[src/hdl/crcbe_pkg.sv]
// ----------------------------------------------------------------------------
// crcbe_pkg
// Types, codes and CRC fold functions for the CRC-8 / CRC-16 byte engine.
// ----------------------------------------------------------------------------
package crcbe_pkg;

	// Mode codes
	localparam logic [1:0] MODE_CRC8  = 2'd0;
	localparam logic [1:0] MODE_CRC16 = 2'd1;
	localparam logic [1:0] MODE_PAIR  = 2'd2;

	// Register indexes
	localparam logic [1:0] CFG_MODE   = 2'd0;
	localparam logic [1:0] CFG_SEED   = 2'd1;
	localparam logic [1:0] CFG_PREFIX = 2'd2;

	localparam logic [7:0]  POLY8      = 8'h2F;
	localparam logic [15:0] POLY16     = 16'h1021;
	localparam logic [15:0] PAIR_INIT  = 16'h1D0F;
	localparam logic [15:0] SEED_ONES  = 16'hFFFF;

	// Running message state
	typedef struct packed {
		logic [15:0] crc;
		logic [7:0]  held;
		logic        phase;
		logic        open;
	} crcbe_state_t;

	// One byte through CRC-8, MSB first
	function automatic logic [7:0] fold8(input logic [7:0] c, input logic [7:0] b);
		logic [7:0] v;
		v = c ^ b;
		for (int k = 0; k < 8; k++) begin
			v = v[7] ? ({v[6:0], 1'b0} ^ POLY8) : {v[6:0], 1'b0};
		end
		return v;
	endfunction

	// One byte through CRC-16, MSB first
	function automatic logic [15:0] fold16(input logic [15:0] c, input logic [7:0] b);
		logic [15:0] v;
		v = c ^ {b, 8'h00};
		for (int k = 0; k < 8; k++) begin
			v = v[15] ? ({v[14:0], 1'b0} ^ POLY16) : {v[14:0], 1'b0};
		end
		return v;
	endfunction

	// Small seeds (1 to 8) in pair mode are scaled by the polynomial; all-ones maps to PAIR_INIT
	function automatic logic [15:0] pair_seed(input logic [15:0] seed);
		logic [15:0] r;
		case (seed)
			16'd1: r = 16'h1021;
			16'd2: r = 16'h2042;
			16'd3: r = 16'h3063;
			16'd4: r = 16'h4084;
			16'd5: r = 16'h50A5;
			16'd6: r = 16'h60C6;
			16'd7: r = 16'h70E7;
			16'd8: r = 16'h8108;
			SEED_ONES: r = PAIR_INIT;
			default: r = seed;
		endcase
		return r;
	endfunction

	// CRC value at message start
	function automatic logic [15:0] start_value(input logic [1:0] mode,
			input logic [15:0] seed, input logic prefix);
		logic [15:0] c;
		case (mode)
			MODE_CRC8: begin
				c = {8'h00, seed[7:0]};
				if (prefix) begin
					c = {8'h00, fold8(seed[7:0], 8'h00)};
				end
			end
			MODE_PAIR: c = pair_seed(seed);
			default: begin
				c = seed;
				if (prefix) begin
					c = fold16(fold16(seed, 8'h00), 8'h00);
				end
			end
		endcase
		return c;
	endfunction

endpackage

[src/hdl/crcbe_step.sv]
// ----------------------------------------------------------------------------
// crcbe_step
// Folds one message byte into the running state and forms the result value.
// ----------------------------------------------------------------------------
module crcbe_step
	import crcbe_pkg::*;
(
	input  logic [1:0]   mode,
	input  logic [15:0]  seed,
	input  logic         prefix,
	input  crcbe_state_t cur,
	input  logic [7:0]   data_byte,
	input  logic         last_byte,
	output crcbe_state_t nxt,
	output logic [15:0]  result
);

	logic [15:0] base;
	logic        phase_b;
	logic [15:0] crc_n;

	// Start of message reloads from the seed
	assign base    = cur.open ? cur.crc : start_value(mode, seed, prefix);
	assign phase_b = cur.open & cur.phase;

	always_comb begin
		nxt   = cur;
		crc_n = base;
		case (mode)
			MODE_CRC8: begin
				crc_n = {8'h00, fold8(base[7:0], data_byte)};
				nxt.phase = phase_b;
			end
			MODE_PAIR: begin
				if (!phase_b) begin
					nxt.held  = data_byte;
					nxt.phase = 1'b1;
				end else begin
					crc_n     = fold16(fold16(base, data_byte), cur.held);
					nxt.phase = 1'b0;
				end
			end
			default: begin
				crc_n = fold16(base, data_byte);
				nxt.phase = phase_b;
			end
		endcase
		nxt.crc  = crc_n;
		nxt.open = ~last_byte;
		if (last_byte) begin
			nxt.phase = 1'b0;
		end
		result = (mode == MODE_CRC8) ? {8'h00, crc_n[7:0]} : crc_n;
	end

endmodule

[src/hdl/crc8_crc16_byte_engine_core.sv]
// ----------------------------------------------------------------------------
// crc8_crc16_byte_engine_core
// CRC-8 (poly 0x2F) / CRC-16 (poly 0x1021) engine, one message byte per beat.
// ----------------------------------------------------------------------------
// A last beat passes the input register and then the result register before its CRC shows on the output.
// Throughput: one byte per clock while no last byte waits on a full result register; the
// byte fold is a single pass of logic between the input register and the state/result registers.
// The input stage holds a last byte only while the result register is full.
// Reset: arst_n clears the pipeline, message state and registers to
// mode 0, seed 0xFFFF, no zero prefix.
module crc8_crc16_byte_engine_core
	import crcbe_pkg::*;
(
	input  logic        clk,
	input  logic        arst_n,
	input  logic        cfg_we,
	input  logic [1:0]  cfg_index,
	input  logic [15:0] cfg_data,
	input  logic        in_valid,
	output logic        in_ready,
	input  logic [7:0]  data_byte,
	input  logic        last_byte,
	output logic        out_valid,
	input  logic        out_ready,
	output logic [15:0] crc_value
);

	logic [1:0]   mode_q;
	logic [15:0]  seed_q;
	logic         prefix_q;

	logic         valid_s1;
	logic [7:0]   data_s1;
	logic         last_s1;

	logic [15:0]  crc_q;
	logic         phase_q;
	logic         open_q;
	logic [7:0]   held_q;
	crcbe_state_t cur;
	crcbe_state_t nxt;
	logic [15:0]  result;

	logic         out_valid_q;
	logic [15:0]  crc_value_q;
	logic         advance;

	// Configuration registers
	always_ff @(posedge clk or negedge arst_n) begin
		if (!arst_n) begin
			mode_q   <= MODE_CRC8;
			seed_q   <= SEED_ONES;
			prefix_q <= 1'b0;
		end else if (cfg_we) begin
			case (cfg_index)
				CFG_MODE:   mode_q   <= cfg_data[1:0];
				CFG_SEED:   seed_q   <= cfg_data;
				CFG_PREFIX: prefix_q <= cfg_data[0];
				default: ;
			endcase
		end
	end

	// A stage-1 beat moves on unless it ends a message and the result slot is full and unread
	assign advance  = valid_s1 & (~last_s1 | ~out_valid_q | out_ready);
	assign in_ready = ~valid_s1 | advance;

	// Input register
	always_ff @(posedge clk or negedge arst_n) begin
		if (!arst_n) begin
			valid_s1 <= 1'b0;
		end else if (in_ready) begin
			valid_s1 <= in_valid;
		end
	end

	always_ff @(posedge clk) begin
		if (in_ready & in_valid) begin
			data_s1 <= data_byte;
			last_s1 <= last_byte;
		end
	end

	assign cur = '{crc: crc_q, held: held_q, phase: phase_q, open: open_q};

	crcbe_step u_step (
		.mode      (mode_q),
		.seed      (seed_q),
		.prefix    (prefix_q),
		.cur       (cur),
		.data_byte (data_s1),
		.last_byte (last_s1),
		.nxt       (nxt),
		.result    (result)
	);

	// Message state
	always_ff @(posedge clk or negedge arst_n) begin
		if (!arst_n) begin
			crc_q   <= '0;
			phase_q <= 1'b0;
			open_q  <= 1'b0;
		end else if (advance) begin
			crc_q   <= nxt.crc;
			phase_q <= nxt.phase;
			open_q  <= nxt.open;
		end
	end

	// Held even byte of a pair, never read before written
	always_ff @(posedge clk) begin
		if (advance) begin
			held_q <= nxt.held;
		end
	end

	// Result register
	always_ff @(posedge clk or negedge arst_n) begin
		if (!arst_n) begin
			out_valid_q <= 1'b0;
		end else if (advance & last_s1) begin
			out_valid_q <= 1'b1;
		end else if (out_ready) begin
			out_valid_q <= 1'b0;
		end
	end

	always_ff @(posedge clk) begin
		if (advance & last_s1) begin
			crc_value_q <= result;
		end
	end

	assign out_valid = out_valid_q;
	assign crc_value = crc_value_q;

endmodule

[config.mk]
export PLATFORM = sky130hd
export DESIGN_NAME = crc8_crc16_byte_engine_core
export DESIGN_NICKNAME = d
export VERILOG_FILES = /design/src/hdl/crcbe_pkg.sv /design/src/hdl/crcbe_step.sv /design/src/hdl/crc8_crc16_byte_engine_core.sv
export SDC_FILE = /design/constraint.sdc
export NUM_CORES = 1
export LEC_CHECK = 0
export ABC_CLOCK_PERIOD_IN_PS = 3300
export BUFFER_PORTS_ARGS = -buffer_cell sky130_fd_sc_hd__buf_2
export CAP_MARGIN = 30
export CORE_MARGIN = 8
export CORE_UTILIZATION = 55
export CTS_CLUSTER_DIAMETER = 50
export DETAILED_ROUTE_END_ITERATION = 8
export PLACE_DENSITY = 0.77
export SKIP_LAST_GASP = 1
export SYNTH_ARGS = -nofsm -noshare
export SYNTH_HDL_FRONTEND = slang
export SYNTH_SLANG_ARGS = --single-unit
[constraint.sdc]
create_clock -name clk -period 3.3 [get_ports clk]
set_input_delay 0.495 -clock clk [delete_from_list [all_inputs] [get_ports clk]]
set_output_delay 0.495 -clock clk [all_outputs]
set_load 0.005 [all_outputs]
### After elaboration in Yosys (flattened, before gate mapping)

Index checks and enable logic that the tools add are counted.

| word-level totals | value |
|---|---|
| bits in registers | 72 |
| input bits | 32 |
| output and inout bits | 18 |

| cells by class | value |
|---|---|
| equality and inequality tests | 12 |
| multiplexer cells | 60 |
| bitwise operators | 62 |
| reductions and logical operators | 7 |

Operator list:

| kind | count |
|---|---|
| two-way mux 13 bit | 32 |
| case mux 16 bit (9 select lines) | 1 |
| two-way mux 6 bit | 16 |
| NOT 3 bit | 32 |
| NOT 5 bit | 16 |
| equality test 16 x 3 -> 1 bit (second input constant) | 4 |
| case mux 16 bit (2 select lines) | 2 |
| two-way mux 16 bit | 3 |
| equality test 16 x 2 -> 1 bit (second input constant) | 2 |
| XOR 16 bit | 2 |
| equality test 16 x 1 -> 1 bit (second input constant) | 1 |
| equality test 16 bit (second input constant) | 1 |
| equality test 16 x 4 -> 1 bit (second input constant) | 1 |
| two-way mux 8 bit | 1 |
| XOR 8 bit | 1 |
| AND reduction 2 bit | 3 |
| two-way mux 1 bit | 5 |
| bitwise AND 1 bit | 4 |
| equality test 2 bit (second input constant) | 2 |
| logical NOT 2 bit | 2 |
| NOT 1 bit | 4 |
| bitwise OR 1 bit | 3 |
| AND reduction 3 bit | 1 |
| equality test 2 x 1 -> 1 bit (second input constant) | 1 |
| nonzero test 2 bit | 1 |

### Depth between registers and ports, before layout

Gate-level depths: netlist of the first run.

| depth | value |
|---|---|
| depth in word-level cells | 71 |
| mapped depth | 13 |
| depth with buffers taken out | 12 |

### Cells and area by module

From an unflattened synthesis of the first run, not the netlist that was laid out.

| unflattened totals | value |
|---|---|
| cell total of the unflattened synthesis | 589 |
| area, all modules | 5,992.0 um^2 |

Modules (own cells, without submodules):

| module | instances | cells each | area an instance (um^2) | seq. area each (um^2) |
|---|---|---|---|---|
| crcbe_step | 1 | 400 | 3,129.3 | 0.0 |
| crc8_crc16_byte_engine_core | 1 | 189 | 2,862.7 | 1,986.9 |

### Worst setup path before layout of the first run

Ideal clock, no wire load.

| timing | value |
|---|---|
| path type | register to register |
| start point | reg seed_q[7] |
| end point | reg crc_q[7] |
| library setup time | 0.125 ns |
| data arrival time | 3.527 ns |
| slack | -0.351 ns |
| cell stages (with the launch flop) | 14 |
| path buffers | 1 |
| period minus slack after synthesis | 3.651 ns |
| cell sequence | dfstp_2 -> buf_2 -> inv_1 -> ha_1 -> nor2b_1 -> and4_1 -> and4b_1 -> a311o_1 -> xor2_1 -> xnor2_2 -> xnor3_1 -> xnor2_1 -> a221o_1 -> mux2_2 |

RTL lines:

| element | line | text |
|---|---|---|
| from (decl) | crc8_crc16_byte_engine_core.sv:29 | `logic [15:0] seed_q;` |
| from (signal assigned) | crc8_crc16_byte_engine_core.sv:57 | `CFG_SEED: seed_q <= cfg_data;` |
| to (signal assigned) | crc8_crc16_byte_engine_core.sv:104 | `crc_q <= nxt.crc;` |
| to (decl) | crc8_crc16_byte_engine_core.sv:36 | `logic [15:0] crc_q;` |

==> flow_metrics.tcl, run 1 <==
set metrics [dict create \
    status "finished, violations left" \
    violations "negative setup slack" \
    grt_pass1_vias 5484 \
    min_path_type "input pin to async pin" \
    period_needed_ps 3837 \
    crit_path_end_kind "flop" \
    layout_commonest_cell "buf_4" \
    synth_seq_cells 72 \
    fmax_ghz 0.2606 \
    clock_path_buffers 2 \
    synth_flop_cell "edfxtp_1" \
    min_period_over_period_pct 116.3 \
    synth_edf_count 33 \
    clockRootBuffer "clkbuf_8" \
    grt_usage_pct 28.34 \
    fin_area_um2 8889 \
    synth_area_leader_cell "edfxtp_1" \
    nNetsFinal 802 \
    area_growth_syn_to_layout_pct 53.43 \
    antennaDiodeCount 0 \
    wl_per_cell_um 25.80 \
    cap_violations 0 \
    synth_cells 542 \
    relSlewSlack_pct 20.93 \
    fin_ws_ps -537.1 \
    syn_area_per_cell_um2 10.69 \
    hold_viol_final 0 \
    die_h_um 118.6 \
    timing.critical_path.cells "buf_6 -> nand3_1 -> or4_4 -> o21ai_4 -> nor3_4 -> o31ai_4 -> buf_6 -> xor2_1 -> buf_4 -> buf_4 -> xnor2_1 -> xnor2_1 -> a221o_1 -> mux2_2" \
    critical_path_class "flop to flop" \
    peakVddDrop_uv 881.5 \
    postLayoutCoreUtil_pct 86.49 \
    clock-sinks 72 \
    num_vias 5891 \
    dp_hpwl_um 14990 \
    required_ps 3560 \
    grt_max_degree 40 \
    p_per_area_nw_per_um2 1173 \
    placed_cell_area_um2 7264 \
    antenna_found_initial 0 \
    p_leak_nw 3.856 \
    drtAntennaViolNets 0 \
    vias_per_cell 6.481 \
    std_cell_rows 37 \
    crit_path_top_delay_cell "dfstp_2" \
    final_cell_mix "169 x buf_4, 49 x buf_2, 39 x nand2_1" \
    tightest_slew_ps 1186 \
    setup_viol 32 \
    synth_warnings 0 \
    place_congestion 0.9436 \
    rsz0062_at_grt "true" \
    drt_iter0_markers 786 \
    grt_pass1_wl_um 30960 \
    arrival_ps 4090 \
    clk_latency_ps 370 \
    placedCellCount 832 \
    cts_hold_buf 0 \
    final_cells 909 \
    ys_seq_area_share_pct 34.30 \
    overflow 0 \
    drcViolationCount 0 \
    numCtsBuffers 9 \
    critPathMaxFanout 6 \
    clock_skew_ps 9.150 \
    wl_um 23450 \
    die_x_um 118.6 \
    syn-cell-area_um2 5793 \
    port_buffers 49 \
    ios 50 \
    core_area_um2 10280 \
    holdWs_ps 96.45 \
    die_area_um2 14070 \
    yosysTopAreaCellShare_pct 17.11 \
    first_pass_iters 6 \
    drive_gt1_share_pct 57.96 \
    synth_cell_types 86 \
    async_flop_share_pct 54.17 \
    synth_area_leaders "edfxtp_1 17%, xnor2_1 11%, dfrtp_1 9.9%" \
    cpPeakStageDelay_ps 660 \
    cts_tree "yes" \
    final_max_slew_viol_count 0 \
    start_util_pct 56.37 \
    critPathLaunchType "flop" \
    cts_max_level 3 \
    path_clk_slew_ps 80 \
    syn-num-nets 576 \
]
[layout make-up]
cell class              instances  area, µm²
well taps                     136      170.2
clock buffers                   9      123.9
inverters                      11      46.29
clock inverters                 7      70.07
repair buffers                256       1959
flip-flops and latches         72       1987
multi-input cells             418       4532
fillers                       505       1389
[stage by stage]
stage	total power, mW	TNS [ps]	setup slack (ps)
6_report	10.43	-10500	-537.1
5_1_grt	10.76	-12740	-597.4
4_1_cts	8.949	-5384	-330.3
3_5_place_dp	7.085	-8915	-483.6
3_3_place_gp	6.987	-7855	-457.5
2_1_floorplan	4.979	-328.6	-91.44
[flip-flops by register name, summed over array words and instances, names as in the netlist]
register	flops
seed_q	16
out_valid	1
held_q	8
crc_value	16
phase_q	1
crc_q	16
last_s1	1
open_q	1
data_s1	8
mode_q	2
valid_s1	1
prefix_q	1
[synthesized netlist by cell type, drive strengths merged (4+ instances only)]
master	number
xor2	23
a32oi	4
o211ai	6
and2	8
nor3	6
edfxtp	33
clkbuf	15
a211oi	6
mux2i	7
buf	26
nand2b	7
o31ai	7
o21ai	19
nand3	8
nand4	13
inv	11
or3	7
a21oi	13
nand2	40
nor2	34
xnor2	74
nor4	4
mux2	28
xnor3	23
a31oi	9
a22oi	5
dfstp	16
dfrtp	23
o221ai	4
xor3	4
[final timing paths]
check                           cells after the start          to  slack [ps]    startpoint
worst max-delay path                               14    crc_q[7]        -540     seed_q[3]
worst min-delay path                                1   seed_q[3]         100        arst_n
worst max register to register                     14    crc_q[7]        -540     seed_q[3]
worst min register to register                      1   out_valid         530     out_valid
max in group asynchronous                           2  seed_q[10]        2890        arst_n
min in group clk                                    1  data_s1[3]         300  data_byte[3]
[cells by family (layout without fill, tap and decap cells)]
| kind of cell | after synthesis | after routing | synth area share (%) |
|---|---|---|---|
| and+or+nand+nor | 149 | 149 | 13.80 |
| xor gates and xnor gates | 124 | 124 | 26.18 |
| AOI/OAI and AO/OA | 108 | 108 | 14.58 |
| DFF | 72 | 72 | 34.30 |
| buffers and inverters | 52 | 283 | 4.060 |
| muxes | 35 | 35 | 6.652 |
| adders and majority gates | 2 | 2 | 0.4319 |
[critical path: cells and delay by family (launching register included)]
family / cells / cell delay (ps)
buffers and inverters: 4 / 630
xor gates and xnor gates: 3 / 430
muxes: 1 / 280
AOI/OAI and AO/OA: 3 / 900
and+or+nand+nor: 3 / 820
DFF: 1 / 660
[timing repair]
item,CTS,global route
setup buffers,35,31
pin swaps,49,64
cloned,0,0
gates resized for setup,81,84
endpoints found under the setup margin,32,32
[where the power goes]
| part | internal, mW | leakage (nW) | switching (mW) | total, mW |
|---|---|---|---|---|
| clock | 0.349 | 0.101 | 0.377 | 0.727 |
| sequential | 1.25 | 0.759 | 0.244 | 1.49 |
| combinational | 4.47 | 3.00 | 3.74 | 8.21 |
| total | 6.07 | 3.86 | 4.36 | 10.4 |
[per-layer routing]
layer	routed length, µm	track usage, %
met3	2929	8.044
met1	8630	37.60
met5	0	0
met2	10720	42.81
met4	1172	11.38
(Power assumes the default switching activity.)
==> inputs of run 2 (changes only) <==
--- a/config.mk
+++ b/config.mk
@@ -12,7 +12,9 @@
 export CORE_UTILIZATION = 55
 export CTS_CLUSTER_DIAMETER = 50
 export DETAILED_ROUTE_END_ITERATION = 8
+export GPL_TIMING_DRIVEN = 1
 export PLACE_DENSITY = 0.77
+export SKIP_CTS_REPAIR_TIMING = 1
 export SKIP_LAST_GASP = 1
 export SYNTH_ARGS = -nofsm -noshare
 export SYNTH_HDL_FRONTEND = slang
==> run 2 against run 1 <==
The flow still finishes with violations (negative setup slack). Die area is the same. Clock skew up 2.1 ps. Sequential cell count unchanged. Via count down 9.2%. Clock power is essentially flat. Combinational power shrank 17%. Wire length decreased by 14%. Largest cell class unchanged. Worst setup slack better by 65 ps. Core utilization shrank 7.0 points. Clock-buffer cell count stayed put. First-iteration DRC count is 35% lower. Sequential power about the same.
==> flow_metrics.tcl, run 2 (synthesis results as in run 1) <==
set metrics [dict create \
    vias_per_cell 6.158 \
    die_h_um 118.6 \
    path_clk_slew_ps 90 \
    fmax_ghz 0.2651 \
    peakVddDrop_uv 816.3 \
    seqPwrFrac_pct 16.4 \
    final_max_slew_viol_count 0 \
    clockRootBuffer "clkbuf_8" \
    antennaDiodeCount 0 \
    p_per_area_nw_per_um2 1110 \
    clock_path_buffers 2 \
    setup_viol 32 \
    arrival_ps 3890 \
    grt_usage_pct 26.70 \
    intPower_mw 5.358 \
    place_congestion 0.9436 \
    critical_path_class "flop to flop" \
    final_cell_mix "149 x buf_4, 51 x xnor2_1, 49 x buf_2" \
    rsz0062_at_grt "true" \
    antenna_found_initial 0 \
    ios 50 \
    std_cell_rows 37 \
    nNetsFinal 762 \
    dp_hpwl_um 14990 \
    layout_commonest_cell "buf_4" \
    power.switching_mw 3.707 \
    status "finished, violations left" \
    cts_tree "yes" \
    core_area_um2 10280 \
    drt_iter0_markers 510 \
    relSlewSlack_pct 24.69 \
    crit_path_end_kind "flop" \
    critPathLaunchType "flop" \
    required_ps 3410 \
    numCtsBuffers 9 \
    swShare_pct 40.90 \
    cts_max_level 3 \
    overflow 0 \
    port_buffers 49 \
    min_period_over_period_pct 114.3 \
    num_vias 5351 \
    wl_um 20060 \
    min_path_type "input pin to async pin" \
    fin_total_pwr_mw 9.065 \
    place_ws_ps -483.6 \
    first_pass_iters 5 \
    violations "negative setup slack" \
    die_area_um2 14070 \
    tightest_slew_ps 1130 \
    drtAntennaViolNets 0 \
    grt_max_degree 40 \
    cap_violations 0 \
    clock-sinks 72 \
    grt_pass1_vias 5131 \
    pwr-share-comb_pct 75.6 \
    clockPowerShare_pct 8.0 \
    area_growth_syn_to_layout_pct 40.95 \
    start_util_pct 56.37 \
    critPathMaxFanout 5 \
    die_x_um 118.6 \
    clk_latency_ps 370 \
    p_leak_nw 3.513 \
    wl_per_cell_um 23.08 \
    drive_gt1_share_pct 50.48 \
    grt_pass1_wl_um 29040 \
    tns_ps -9579 \
    final_cells 869 \
    drcViolationCount 0 \
    placedCellCount 832 \
    period_needed_ps 3772 \
    hold_viol_final 0 \
    clock_skew_ps 11.26 \
    fin_ws_ps -472.3 \
]
## run 2: layout make-up
type,count,area (µm²)
timing repair buffer,216,1584
sequential,72,1988
tap,136,170.2
inverter,11,46.29
multi-input combinational,418,4183
clock inverter,7,70.07
clock buffer,9,123.9
fill,671,2112
## run 2: power groups by stage
stage / Combinational (mW) / Sequential, mW / Clock, mW
after floorplan: 3.61 / 1.37 / 0
after global placement: 5.51 / 1.47 / 0
after detailed placement: 5.60 / 1.48 / 0
after CTS: 5.64 / 1.46 / 0.726
after global routing: 7.18 / 1.50 / 0.757
final: 6.85 / 1.48 / 0.728
## run 2: path summary, 6_finish.rpt
path,start,to,slack [ps],depth (start not counted)
worst max-delay path,seed_q[9],crc_value[6],-470,11
worst min-delay path,arst_n,seed_q[3],100,1
worst max register to register,seed_q[9],crc_value[6],-470,11
worst min register to register,crc_q[14],crc_q[14],520,1
max in group asynchronous,arst_n,seed_q[11],2900,2
min in group clk,data_byte[3],data_s1[3],300,1
## run 2: routing by layer
metal,wire length [µm],vias to the layer above,track usage [%],share of wire (%)
met5,0,-,0,0
met4,469,0,9.723,2.3
met3,2061,44,6.711,10
met2,9222,295,39.74,46
met1,8303,2664,36.82,41
li1,-,2348,-,-
## run 2: per-stage QoR
step                      hold slack, ps  util, %  instance area, µm²
after floorplan                    199.4        -                5968
after global routing               92.08    79.45                8165
final                              97.59    79.45                8165
after CTS                          286.6    72.57                7458
after global placement             487.7    70.68                7264
after detailed placement           508.4    70.68                7264
## run 2: critical path: stages (launching register included)
cell      delay (ps)
dfstp_2          600
xor3_2           580
buf_6            170
xnor2_2          130
xnor2_1          180
o32ai_2          120
o31ai_4          300
xor2_2           200
xnor3_2          480
xor2_2           220
a222oi_1         430
nand2_1          120
